## config.mk

```make
export PLATFORM = sky130hd
export DESIGN_NAME = bfscc_ram
export DESIGN_NICKNAME = d
export VERILOG_FILES = /design/src/sv/bfscc_ram.sv
export SDC_FILE = /design/constraint.sdc
export NUM_CORES = 1
export LEC_CHECK = 0
export BUFFER_PORTS_ARGS = -buffer_cell sky130_fd_sc_hd__buf_4
export CORE_MARGIN = 2
export CORE_UTILIZATION = 40
export CTS_CLUSTER_SIZE = 12
export DETAILED_ROUTE_END_ITERATION = 10
export GPL_ROUTABILITY_DRIVEN = 0
export PLACE_DENSITY_LB_ADDON = 0.1
export SLEW_MARGIN = 5
export SYNTH_ARGS = -nofsm -noshare
export SYNTH_HDL_FRONTEND = slang
export SYNTH_SLANG_ARGS = --single-unit
```

## constraint.sdc

```tcl
create_clock -name clock -period 2.85 [get_ports clock]
set_input_delay 0.1425 -clock clock [delete_from_list [all_inputs] [get_ports clock]]
set_output_delay 0.1425 -clock clock [all_outputs]
set_load 0.05 [all_outputs]
```

## src/sv/bfscc_ram.sv

```systemverilog
// ----------------------------------------------------------------------------
// bfscc_ram: generic single-write, single-read memory
// One write port, one read port, read data registered.
// ----------------------------------------------------------------------------
`default_nettype none

module bfscc_ram #(
   parameter int WIDTH = 8,
   parameter int DEPTH = 16,
   parameter int AW    = (DEPTH > 1) ? $clog2(DEPTH) : 1
) (
   input  wire logic             clock,
   input  wire logic             wr_en,
   input  wire logic [AW-1:0]    wr_addr,
   input  wire logic [WIDTH-1:0] wr_data,
   input  wire logic [AW-1:0]    rd_addr,
   output logic      [WIDTH-1:0] rd_data
);

   logic [WIDTH-1:0] mem_ff [DEPTH];

   always_ff @(posedge clock) begin
      if (wr_en) begin
         mem_ff[wr_addr] <= wr_data;
      end
      rd_data <= mem_ff[rd_addr];
   end

endmodule

`default_nettype wire

```

==> summary.txt <==
Outcome = finished clean
Period utilization = 0.500
Synthesized area = 5150 um2
Vias/cell = 5.19
Maxcap violations = 0
Die Area = 13800 um2
Slew @ Worst Pin = 0.947 ns
Placeable core area = 12600 um2
Post-route ant nets = 0
Dpl hpwl = 6020 um
Pwr Total = 4430 uW
Register clock-pin slew on the reported worst setup and hold paths = 0.05 ns
Drt wl/cell = 21.2 um
Htree depth = 4
CTS tree = built
Unique cell type count in the Yosys netlist = 19
Number of top-level pins = 26
Clock skew = 0.00435 ns
Fin. max-slew vios = 0
Final-report hold violation count = 0
Grt ovf = 0
Sequential cell area = 4000 um2
Mapped Nets = 247
Post-synth EDFFs = 128
Clock sink total = 136
Die H = 117 um
Rows = 41
Ys Warns = 0
Synthesized area per cell = 22.5 um2
Max_slew headroom = 0.366
Req. time, crit path = 2.88 ns
Top sig layer = met4
Pre-antenna DRT Iters = 4
Critical Path AT = 1.46 ns
Filler Cells Inserted = 1051
RSZ-0062 raised after global routing = false
Post-CTS Hold Fix Bufs = 0
Clock Latency Late Sink = 0.41 ns
Met2 WL = 4590 um
Multi-input gate area = 1060 um2
Peak supply drop = 0.426 mV
IO Port Bufs = 25
Met1 Wirelength = 4420 um
Synthesized instance count = 229
Synth-to-Final Area Change = 16.9%
Fin crit period = 1.43 ns
Fmax = 0.701 GHz
Post-cts sizing count = 0
Root buffer cell = clkbuf_16
# diodes = 0
Async SR Flop Fraction = 0
WS Path Type = input pin to flop
Routed WL = 9590 um
Initial DRC Count = 147
Vias in the first global route = 2544
Crit start category = input pin
Met3 routed wirelength = 369 um
CTS Buf Count = 17
DRC errors left = 0
Initial antenna violation count = 0
Vias post-DR = 2344
Post-synthesis sequential area ratio = 0.778
Critical Path Fanout Max = 8
Post-CTS Setup Repair Bufs = 0
Gr usage total = 0.152
Max clock buf depth = 2
Leak = 0.00199 uW
Nets = 285
Share of layout cells above drive strength 1 = 0.261
Pwr dens = 736 nW/um2
Setup TNS Final = 0 ns
Setup crit end kind = flop
Worst hold path type = input pin to flop
First-pass GRT wire length = 14800 um
Initial core utilization = 0.410
Pin count of the biggest net entering global routing = 33
Die width = 117 um
Final setup fails = 0
Yosys reg bits = 136
Ys flop type = edfxtp_1
## metrics by stage
stage	std cells	util	hold WS, ns	setup slack, ns	instance area (um2)
floorplan	229	-	0.241	1.21	5150
global placement	420	0.437	0.464	0.952	5490
detailed placement	420	0.437	0.463	0.994	5490
CTS	452	0.479	0.0301	1.43	6020
global route	452	0.479	0.0421	1.37	6020
finish	452	0.479	0.0438	1.42	6020
## worst max-delay path, stage by stage
cell	delay [ns]
buf_4	0.12
or3b_2	0.51
nor2_1	0.69
## cell type report
| cell class | instances | area share |
|---|---|---|
| multi-input combinational | 83 | 0.176 |
| tap | 172 | 0.0358 |
| sequential | 136 | 0.666 |
| clock inverter | 12 | 0.0141 |
| clock buffer | 20 | 0.0726 |
| timing repair buffer | 29 | 0.0362 |
## where the power goes
part,internal [uW],total [uW],switching (uW)
sequential,2240,2250,13.6
clock,1170,1920,747
combinational,95.0,252,157
## cell usage in the layout, fill, tap and decap left out
| master | count |
|---|---|
| a22oi_1 | 16 |
| and2_1 | 1 |
| and2b_1 | 1 |
| buf_4 | 29 |
| bufinv_16 | 1 |
| clkbuf_1 | 3 |
| clkbuf_16 | 17 |
| clkinv_1 | 4 |
| clkinv_2 | 5 |
| clkinvlp_4 | 2 |
| dfxtp_1 | 8 |
| edfxtp_1 | 128 |
| mux4_1 | 14 |
| mux4_2 | 18 |
| nand2_1 | 9 |
| nand2b_1 | 2 |
| nand3_1 | 1 |
| nand3b_1 | 2 |
| nor2_1 | 13 |
| nor2b_1 | 1 |
| nor3_1 | 4 |
| or3b_2 | 1 |
## Yosys cell counts (2+ instances only)
library cell     count  area share
a22oi_1             16       0.023
dfxtp_1              8       0.031
nand2_1              9      0.0066
nor2_1              13      0.0095
edfxtp_1           128        0.75
buf_2                3      0.0029
nand3b_1             2      0.0029
mux4_2              18       0.079
buf_6                3      0.0066
mux4_1              14       0.071
nand2b_1             2      0.0024
clkdlybuf4s25_2      3      0.0058
nor3_1               4      0.0039
## registers in the layout (all words and copies together), names as in the netlist
signal	flops
mem_ff	128
rd_data	8
## layer usage
layer	up-vias	GRT usage
met5	-	0
met4	0	0.0723
met3	17	0.0433
met2	48	0.238
met1	1228	0.197
li1	1051	-
## logic make-up after synthesis
group,count (synthesis),synth area share
flip-flops,136,0.778
AND/OR/NAND/NOR,35,0.0318
buffers and inverters,10,0.0168
multiplexers,32,0.150
AO/OA/AOI/OAI,16,0.0233
## final timing paths
| path | start | to | slack (ns) | depth (start not counted) |
|---|---|---|---|---|
| hold reg to reg | mem_ff[8][5]$_DFFE_PP_ | rd_data[5]$_DFF_P_ | 0.68 | 3 |
| setup reg to reg | mem_ff[1][5]$_DFFE_PP_ | rd_data[5]$_DFF_P_ | 1.49 | 3 |
| setup / recovery | wr_addr[2] | mem_ff[1][4]$_DFFE_PP_ | 1.42 | 3 |
| hold / removal | wr_data[3] | mem_ff[6][3]$_DFFE_PP_ | 0.04 | 1 |
Power figures use the tool's default switching activity.
