<file path="config.mk">
export PLATFORM = sky130hd
export DESIGN_NAME = bfscc_div
export DESIGN_NICKNAME = d
export VERILOG_FILES = /design/src/sv/bfscc_pkg.sv /design/src/sv/bfscc_div.sv
export SDC_FILE = /design/constraint.sdc
export NUM_CORES = 1
export LEC_CHECK = 0
export BUFFER_PORTS_ARGS = -buffer_cell sky130_fd_sc_hd__buf_2
export CAP_MARGIN = 20
export CELL_PAD_IN_SITES_DETAIL_PLACEMENT = 1
export CELL_PAD_IN_SITES_GLOBAL_PLACEMENT = 2
export CORE_ASPECT_RATIO = 1.2
export CORE_MARGIN = 2
export CORE_UTILIZATION = 38
export DETAILED_ROUTE_END_ITERATION = 8
export HOLD_SLACK_MARGIN = 0.06
export PLACE_DENSITY = 0.9
export SLEW_MARGIN = 25
export SYNTH_ARGS = -nofsm -noshare
export SYNTH_HDL_FRONTEND = slang
export SYNTH_SLANG_ARGS = --single-unit
</file>
<file path="constraint.sdc">
create_clock -name clock -period 8.2 [get_ports clock]
set_input_delay 0 -clock clock [delete_from_list [all_inputs] [get_ports clock]]
set_output_delay 0 -clock clock [all_outputs]
set_load 0.1 [all_outputs]
</file>
<file path="src/sv/bfscc_pkg.sv">
// ----------------------------------------------------------------------------
// bfscc_pkg: shared types and constants for the centrality search block
// Field widths, request and status codes, register indexes, sequencer states.
// ----------------------------------------------------------------------------
`default_nettype none

package bfscc_pkg;

   // payload field widths
   localparam int NODE_W   = 10;
   localparam int LVL_W    = 10;
   localparam int ENT_W    = LVL_W + 1;   // {visited, level}
   localparam int CNT_W    = 11;          // node_count range
   localparam int REACH_W  = 10;
   localparam int SUM_W    = 20;
   localparam int HSUM_W   = 36;
   localparam int FAR_W    = 26;
   localparam int RATIO_W  = 17;
   localparam int STATUS_W = 2;

   // shared divider sizes
   localparam int DIV_NW = 40;
   localparam int DIV_DW = 26;
   localparam int DIV_CW = 6;

   // saturation limits
   localparam logic [FAR_W-1:0]   FAR_MAX   = {FAR_W{1'b1}};
   localparam logic [RATIO_W-1:0] RATIO_MAX = 17'h10000;

   // request codes
   localparam logic [1:0] REQ_ADD   = 2'd0;
   localparam logic [1:0] REQ_QUERY = 2'd1;
   localparam logic [1:0] REQ_CLEAR = 2'd2;

   // status codes
   localparam logic [STATUS_W-1:0] STAT_OK      = 2'd0;
   localparam logic [STATUS_W-1:0] STAT_FULL    = 2'd1;
   localparam logic [STATUS_W-1:0] STAT_BAD_SRC = 2'd2;

   // register indexes
   localparam logic CSR_HYP    = 1'b0;
   localparam logic CSR_NCOUNT = 1'b1;

   typedef enum logic [4:0] {
      ST_RST_CLR,
      ST_IDLE,
      ST_MCLR,
      ST_SRC_WAIT,
      ST_SRC_CHK,
      ST_NCLR,
      ST_SRC_SET,
      ST_E_RD,
      ST_E_A,
      ST_E_B,
      ST_E_UPD,
      ST_LVL_END,
      ST_ACC_RD,
      ST_ACC_CHK,
      ST_ACC_DIV,
      ST_FAR,
      ST_FAR_W,
      ST_CLO,
      ST_CLO_W,
      ST_HARM,
      ST_HARM_W,
      ST_OUT
   } state_type;

endpackage

`default_nettype wire

</file>
<file path="src/sv/bfscc_div.sv">
// ----------------------------------------------------------------------------
// bfscc_div: shared restoring divider
// One quotient bit per cycle; done pulses in the cycle after the last step.
// ----------------------------------------------------------------------------
`default_nettype none

module bfscc_div (
   input  wire logic                          clock,
   input  wire logic                          reset,
   input  wire logic                          start,
   input  wire logic [bfscc_pkg::DIV_NW-1:0]  dividend,
   input  wire logic [bfscc_pkg::DIV_DW-1:0]  divisor,
   output logic                               done,
   output logic      [bfscc_pkg::DIV_NW-1:0]  quotient
);

   logic [bfscc_pkg::DIV_NW-1:0] quo_ff, quo_in;
   logic [bfscc_pkg::DIV_DW-1:0] rem_ff, rem_in;
   logic [bfscc_pkg::DIV_DW-1:0] dsr_ff, dsr_in;
   logic [bfscc_pkg::DIV_CW-1:0] cnt_ff, cnt_in;
   logic                         run_ff, run_in;
   logic                         done_ff, done_in;
   logic [bfscc_pkg::DIV_DW:0]   trial;
   logic [bfscc_pkg::DIV_DW:0]   diff;
   logic                         ge;

   // one restoring step
   always_comb begin
      trial  = {rem_ff, quo_ff[bfscc_pkg::DIV_NW-1]};
      ge     = (trial >= {1'b0, dsr_ff});
      diff   = trial - {1'b0, dsr_ff};
      quo_in = quo_ff;
      rem_in = rem_ff;
      dsr_in = dsr_ff;
      cnt_in = cnt_ff;
      run_in = run_ff;
      done_in = 1'b0;
      if (start) begin
         quo_in = dividend;
         rem_in = '0;
         dsr_in = divisor;
         cnt_in = '0;
         run_in = 1'b1;
      end else if (run_ff) begin
         rem_in = ge ? diff[bfscc_pkg::DIV_DW-1:0] : trial[bfscc_pkg::DIV_DW-1:0];
         quo_in = {quo_ff[bfscc_pkg::DIV_NW-2:0], ge};
         cnt_in = cnt_ff + 1'b1;
         if (cnt_ff == bfscc_pkg::DIV_CW'(bfscc_pkg::DIV_NW - 1)) begin
            run_in  = 1'b0;
            done_in = 1'b1;
         end
      end
   end

   always_ff @(posedge clock) begin
      if (reset) begin
         run_ff  <= 1'b0;
         done_ff <= 1'b0;
         cnt_ff  <= '0;
      end else begin
         run_ff  <= run_in;
         done_ff <= done_in;
         cnt_ff  <= cnt_in;
      end
   end

   always_ff @(posedge clock) begin
      quo_ff <= quo_in;
      rem_ff <= rem_in;
      dsr_ff <= dsr_in;
   end

   assign done     = done_ff;
   assign quotient = quo_ff;

endmodule

`default_nettype wire

</file>
==> results.yml <==
outcome:
  status: "finished clean"
setup_path:
  crit_fanout: 16
  worstPathArrival_ns: 3.65
  crit_type: "flop to flop"
  r2r_slack_ns: 4.81
  cp-start-kind: "flop"
  worst_setup_path_end_kind: "flop"
  required_ns: 8.46
global_route:
  grt_max_degree: 45
  grt_pass1_wl_um: 26800
  grt_pass1_vias: 5140
  use_met1_pct: 25.1
  track_usage_pct: 22.5
  grt.met2_usage_pct: 41.0
  top_usage_layer: "met2"
  antenna_found_initial: 1
  overflow: 0
  met3_usage_pct: 6.10
logic_synthesis:
  synth_fp_nets: 598
  synth_xor_area_share_pct: 4.07
  synth_top_family_by_area: "compound AO/OA/AOI/OAI gates"
  yosys.cell_types.count: 57
  seq_area_frac_synth_pct: 49.4
  syn_inst: 501
  ys_ff_latch: 100
  synth_area_leader_cell: "edfxtp_1"
  synth_flop_cell: "edfxtp_1"
  synthSimpleGateAreaFrac_pct: 11.2
  async_reset_ff_share_pct: 0
  synth_compound_area_share_pct: 15.4
  synth.area.top_cells: "edfxtp_1 37%, dfxtp_1 13%, mux2_2 8.6%"
  synth_edf_count: 66
  ys_warn_count: 0
  synth_fa_ha_area_share_pct: 6.64
  synth_top_area_share_pct: 36.8
  synth.area.mux_share_pct: 8.95
  syn_avg_cell_area_um2: 10.7
  syn_area_mm2: 0.00539
placed_design:
  dp_cells: 766
  post-place-ws_ns: 4.84
  dpl.hpwl_um: 10300
  portBuffers: 109
  dpl-instance-area_mm2: 0.00608
  globalplace.congestion: 0.817
sta:
  slew_headroom_pct: 32.6
  setup_ws_ns: 4.81
  rsz0062_at_grt: "false"
  hold_viol: 0
  min_period_over_period_pct: 41.4
  finalClockSkew_ns: 0.0151
  setup_viol: 0
  max_freq_ghz: 0.295
  period_minus_slack_ns: 3.39
  tns_ns: 0
  worstMarginPinSlew_ns: 1.01
  maxSlewViolCount: 0
detailed_routing:
  avgViaCountPerCell: 5.39
  firstDrtPassIters: 4
  drc: 0
  wl_um: 16600
  postRouteAntennaNets: 0
  vias: 4578
  wl_per_cell_um: 19.5
  drt_iter0_drc: 177
layout:
  drive_gt1_share_pct: 27.1
  nets: 770
  finalCoreUtilization_pct: 51.1
  stdcell_count: 850
  final_cell_area_mm2: 0.00706
  syn_to_final_growth_pct: 31.1
clock_network:
  cts_tree: "built"
  numClockSinks: 100
  cts_inserted_buffers: 9
  clock_path_buffers: 2
  cts_max_level: 3
  clk_pin_slew_worst_paths_ns: 0.08
  cts_resized: 0
  insertion_delay_ns: 0.36
  cts_root_buf: "clkbuf_16"
power_and_ir_drop:
  peakVddDrop_v: 0.000139
  pwr_density_cell_mw_per_mm2: 205
  p_leak_uw: 0.00297
floorplanning:
  io-pin-count: 110
  die_y_um: 134
  start_util_pct: 39.0
  rows: 47
  fp.coreArea_mm2: 0.0138
  dieArea_mm2: 0.0151
  die_w_um: 113
hold_path:
  hold_class: "primary input to flop"
run:
  maxCapViolations: 0
final timing paths:
path / start / endpoint / cells past startpoint
hold / removal: start / dsr_ff[2]$_DFFE_PP_ / 1
setup reg to reg: dsr_ff[7]$_DFFE_PP_ / rem_ff[0]$_SDFFE_PP0P_ / 11
setup / recovery: dsr_ff[7]$_DFFE_PP_ / rem_ff[0]$_SDFFE_PP0P_ / 11
hold reg to reg: rem_ff[23]$_SDFFE_PP0P_ / rem_ff[23]$_SDFFE_PP0P_ / 2
cell usage in the layout, fill, tap and decap left out, types with 2 or more instances in the layout:
cell and count:
xnor2_1 15, nand2_1 44, nor3_1 6, o41ai_1 2, a311oi_2 5, a211oi_1 4, o21ba_2 2, edfxtp_1 66
o21ai_0 20, mux2i_1 2, and2_1 2, a21o_1 12, a32oi_1 7, nor2_1 40, o21bai_1 5, o31ai_1 6
buf_4 7, xor2_1 10, or3_1 3, nor4_1 3, dlygate4sd3_1 67, clkbuf_16 9, buf_2 108, inv_6 2
or2_2 2, nand2b_1 3, ha_1 27, mux2_2 41, a31oi_1 4, a21oi_1 26, a311oi_1 4, dfxtp_1 34
o311ai_0 3, nand3_1 21, nand4_1 7, inv_1 34
state kept, by name (all words and copies together), names as in the netlist:
| name | cells |
|---|---|
| quotient | 40 |
| dsr_ff | 26 |
| run_ff | 1 |
| rem_ff | 26 |
| cnt_ff | 6 |
| done | 1 |
power breakdown:
part | total (µW) | switching (µW) | internal, µW
Combinational | 393 | 275 | 117
Clock | 446 | 205 | 241
Sequential | 608 | 25.6 | 582
Yosys cell counts, types with 5 or more instances:
cell,number
edfxtp_1,66
o21ai_0,20
nand2_1,44
inv_1,34
mux2_2,41
a21o_1,12
o21bai_1,5
a311oi_2,5
a21oi_1,26
clkbuf_1,14
xnor2_1,15
nand4_1,7
nor2_1,40
xor2_1,10
a32oi_1,7
nor3_1,6
o31ai_1,6
dfxtp_1,34
nand3_1,21
ha_1,27
cell families (layout without fill, tap and decap cells):
kind of cell,count (synthesis),count (layout)
AOI/OAI and AO/OA,115,115
xor gates and xnor gates,25,25
adders and majority gates,28,28
buffers and inverters,55,232
DFF,100,100
muxes,43,43
other,0,1
and+or+nand+nor,135,135
metrics by stage:
stage,total power (µW),hold WS (ns)
2_1_floorplan,894,0.0724
3_3_place_gp,964,0.170
3_5_place_dp,975,0.178
4_1_cts,1440,0.163
5_1_grt,1500,0.175
6_report,1450,0.165
metal layers:
layer  vias up  wire length (µm)
met5         -                 0
met4         0               387
met3        24               916
met2       128              8700
met1      2231              6570
li1       2195                 -
worst max-delay path, cell delays in order (launching register included):
cell,delay [ns]
edfxtp_1,0.37
inv_1,0.08
ha_1,0.28
a21o_1,0.22
a31oi_1,0.25
o22ai_1,0.13
a21o_1,0.21
o21a_2,0.24
o22ai_2,0.57
buf_4,0.34
mux2_2,0.35
a211oi_1,0.24
cell type report:
type | instances | area, µm²
diodes | 1 | 2.50
clock buffers | 10 | 229
clock inverters | 6 | 71.3
fillers | 1485 | 6760
inverters | 34 | 128
multi-input cells | 346 | 2490
flip-flops and latches | 100 | 2660
well taps | 171 | 214
repair buffers | 182 | 1260
what timing repair did:
| item | 4_1_cts | 5_1_grt |
|---|---|---|
| hold endpoints to repair | 74 | 0 |
| buffers inserted | 0 | 0 |
| hold buffers | 67 | 0 |
No activity file was read; power rests on OpenSTA's default activity.
